<file path="config.mk">
export PLATFORM = sky130hd
export DESIGN_NAME = salc_ctrl
export DESIGN_NICKNAME = d
export VERILOG_FILES = /design/src/sv/salc_pkg.sv /design/src/sv/salc_ctrl.sv
export SDC_FILE = /design/constraint.sdc
export NUM_CORES = 1
export LEC_CHECK = 0
export CAP_MARGIN = 40
export CORE_AREA = 2 2 39 41
export DETAILED_ROUTE_END_ITERATION = 10
export DIE_AREA = 0 0 41 43
export DONT_BUFFER_PORTS = 1
export PLACE_DENSITY_LB_ADDON = 0.15
export SLEW_MARGIN = 25
export SYNTH_ARGS = -nofsm -noshare
export SYNTH_HDL_FRONTEND = slang
export SYNTH_SLANG_ARGS = --single-unit
</file>
<file path="constraint.sdc">
create_clock -name clock -period 1.1 [get_ports clock]
set_input_delay 0.11 -clock clock [delete_from_list [all_inputs] [get_ports clock]]
set_output_delay 0.11 -clock clock [all_outputs]
set_load 0.02 [all_outputs]
</file>
<file path="src/sv/salc_pkg.sv">
// Shared types and constants for the set-associative LRU cache simulator.
`timescale 1ns / 1ps
package salc_pkg;
   localparam logic [1:0] OP_LOAD   = 2'd0;
   localparam logic [1:0] OP_STORE  = 2'd1;
   localparam logic [1:0] OP_MODIFY = 2'd2;

   localparam logic [1:0] CSR_SET_BITS   = 2'd0;
   localparam logic [1:0] CSR_BLOCK_BITS = 2'd1;
   localparam logic [1:0] CSR_WAYS       = 2'd2;

   localparam int TAG_W   = 62;
   localparam int STAMP_W = 32;
   localparam int SUM_W   = 32;

   // Controller to datapath
   typedef struct packed {
      logic clear;     // write an invalid line into every way of one set
      logic capture;   // latch request, start set read
      logic lookup;    // compare ways, update line and totals
   } salc_cmd_type;

   // Datapath to controller
   typedef struct packed {
      logic clear_done;
      logic valid_op;
   } salc_sts_type;
endpackage

</file>
<file path="src/sv/salc_ctrl.sv">
// Controller state machine for the cache simulator.
`timescale 1ns / 1ps
module salc_ctrl import salc_pkg::*; (
   input  logic         clock,
   input  logic         reset,
   input  logic         req_tvalid,
   output logic         req_tready,
   output logic         rsp_tvalid,
   input  logic         rsp_tready,
   input  salc_sts_type sts,
   output salc_cmd_type cmd
);
   localparam logic [1:0] IDLE  = 2'd0;
   localparam logic [1:0] LOOK  = 2'd1;
   localparam logic [1:0] CLEAR = 2'd2;

   logic [1:0] state_ff, state_in;
   logic rv_ff, rv_in;

   // Accept a new request in IDLE when the result slot will be free
   assign req_tready = (state_ff == IDLE) && (!rv_ff || rsp_tready);
   assign cmd.capture = req_tvalid && req_tready;
   assign cmd.lookup  = (state_ff == LOOK);
   assign cmd.clear   = (state_ff == CLEAR);
   assign rsp_tvalid  = rv_ff;

   always_comb begin
      state_in = state_ff;
      rv_in    = rv_ff;
      if (rv_ff && rsp_tready) rv_in = 1'b0;
      unique case (state_ff)
         IDLE: if (cmd.capture) state_in = LOOK;
         LOOK: begin
            state_in = IDLE;
            rv_in    = 1'b1;
         end
         CLEAR: if (sts.clear_done) state_in = IDLE;
         default: state_in = IDLE;
      endcase
   end

   always_ff @(posedge clock) begin
      if (reset) begin
         state_ff <= CLEAR;
         rv_ff    <= 1'b0;
      end else begin
         state_ff <= state_in;
         rv_ff    <= rv_in;
      end
   end
endmodule

</file>
==> metrics.md <==
| Metric | Value |
|---|---|
| Status | `finished, violations left` |
| Failing checks | `setup timing` |
| Die X | `41 um` |
| Postcts setup bufs | `0` |
| First-pass GRT wire length | `552 um` |
| Initial DRC count | `0` |
| Layout cells sized above 1 | `68.2%` |
| Top post-synthesis cells by area | `dfxtp_1 40%, nor2b_4 18%, o21ba_1 6.7%` |
| Final hold vios | `0` |
| DR vias/cell | `3.50` |
| Area leader, netlist | `dfxtp_1` |
| GR Overflow Total | `0` |
| Gr usage total | `5.02%` |
| Antenna-violating nets left | `0` |
| Drt drc | `0` |
| Leak Pwr | `0.113 nW` |
| Routed wl met3 | `73 um` |
| Area grow syn2layout | `68.1%` |
| N_diodes | `0` |
| Highest routed layer | `met3` |
| Clock sink total | `3` |
| Clock tree buffer depth | `2` |
| Cts bufs inserted | `3` |
| Vias in the first global route | `146` |
| Post-synth top area share | `40.3%` |
| P per Cell Area | `1440 nW/um^2` |
| Slew HR | `84.3%` |
| Fin nets | `29` |
| Mean Syn Cell Area | `10.6 um^2` |
| Initial Util | `10.8%` |
| Syn Nets | `20` |
| Register area share after synthesis | `40.3%` |
| RePlAce Congestion | `0.656` |
| CTS HTree Levels | `1` |
| Worst-Margin Slew | `0.233 ns` |
| Cell variety after synth | `11` |
| Worst-skew pair later-pin latency | `0.23 ns` |
| Worst Path Arrival | `1.06 ns` |
| Post-synthesis cell area | `149 um^2` |
| Clk slew on worst S/H paths | `0.04 ns` |
| Final Critical Period | `1.17 ns` |
| M1 WL | `127 um` |
| Worst endpoint required time | `0.99 ns` |
| Fin util | `18.1%` |
| Antenna violations before repair | `0` |
| Post-synthesis register bit count | `3` |
| Drt wl/cell | `9.42 um` |
| Max Clock Skew | `0.000227 ns` |
| Worst hold path type | `in2reg` |
| CP max FO | `3` |
| PortBufs | `0` |
| Met2 WL | `157 um` |
| IO Pins | `11` |
| RSZ-0062 raised after global routing | `yes` |
| Post-route setup slack | `-0.0658 ns` |
| CTS tree | `yes` |
| Total power | `0.361 mW` |
| Row cnt | `14` |
| Synth Warn # | `0` |
| Critical path type | `reg2out` |
| # setup viols final | `1` |
| Mapped Cells | `14` |
| Routed WL | `358 um` |
| DRT Pass-1 Iters | `1` |
| MaxCap Viol Count | `0` |
| Worst Setup Start Kind | `register` |
| Vias | `133` |
| Peak supply drop | `374 uV` |
| Pin count of the biggest net entering global routing | `6` |
| Fmax | `858 MHz` |
| Root buffer selected by CTS | `clkbuf_4` |
| Crit. End Element | `output pin` |
| Die Height | `43 um` |
| Core Box Area | `1380 um^2` |
| Total Die Area | `1760 um^2` |
| Final period util | `106%` |
| Final slew viol count | `0` |
==> power breakdown <==
part	total (mW)	internal (mW)	switching, mW	leakage (nW)
clock network	0.189	0.136	0.0534	0.0150
registers	0.125	0.115	0.00911	0.0254
logic	0.0477	0.0259	0.0219	0.0722
total	0.361	0.277	0.0844	0.113
==> routing by layer <==
layer	global-route usage (%)	vias up
met5	0	-
met4	4.00	0
met3	4.71	0
met2	6.25	9
met1	4.81	61
li1	-	63
==> Yosys cell counts, drive strengths merged <==
cell type	number
nand2b	1
inv	1
nor4	1
dfxtp	3
buf	1
nor3	1
nor2b	3
nor4b	1
o21ba	1
a21o	1
==> path summary, 6_finish.rpt <==
path | slack (ns) | end | cells after the start | from
worst min-delay path | 0.02 | state_ff[0] | 2 | req_tvalid
worst max-delay path | -0.07 | cmd[1] | 3 | rsp_tvalid
worst min register to register | 0.51 | state_ff[0] | 1 | state_ff[0]
worst max register to register | 0.20 | state_ff[0] | 3 | rsp_tvalid
==> stage by stage <==
stage / instance area [um^2] / setup TNS (ns) / setup WS, ns / std cells / hold WS (ns)
4_1_cts: 248 / -0.0925 / -0.0925 / 38 / 0.00763
3_3_place_gp: 198 / 0 / 0.162 / 33 / 0.201
3_5_place_dp: 198 / 0 / 0.136 / 33 / 0.200
5_1_grt: 250 / -0.121 / -0.121 / 38 / 0.0153
6_report: 250 / -0.0658 / -0.0658 / 38 / 0.0179
2_1_floorplan: 155 / -0.0283 / -0.0147 / 14 / 0.196
==> cell families (layout without fill, tap and decap cells) <==
kind of cell    Yosys count  after routing  synth area share (%)
buf+inv                   2             10                  7.56
flops                     3              3                  40.3
compound gates            2              2                  11.8
simple gates              7              7                  40.3
==> flip-flops by register name (all words and copies together), names as in the netlist <==
name / flops
rsp_tvalid: 1
state_ff: 2
==> critical path: stages, from the launching register on <==
cell,delay (ns)
dfxtp_2,0.31
nor2b_4,0.13
nor4b_2,0.21
buf_4,0.18
==> layout by cell type, fill, tap and decap left out <==
master and count:
clkbuf_1 1, clkbuf_4 3, nor4b_2 1, a21o_1 1
nor2b_4 3, dlygate4sd3_1 1, nand2b_1 1, buf_4 4
nor4_1 1, inv_1 1, dfxtp_2 3, nor3_2 1
o21ba_1 1
==> repair_timing <==
item                       4_1_cts  5_1_grt
hold endpoints to repair         1        0
setup endpoints to repair        2        3
gates resized for setup          4        2
hold buffers                     1        0
gates cloned                     0        0
==> cell type report <==
| class | count | area, um^2 |
|---|---|---|
| fillers | 152 | 1130 |
| multi-input cells | 9 | 96.3 |
| flip-flops and latches | 3 | 63.8 |
| repair buffers | 5 | 40.0 |
| clock buffers | 4 | 26.3 |
| well taps | 16 | 20.0 |
| inverters | 1 | 3.75 |
No activity file was read; power rests on OpenSTA's default activity.
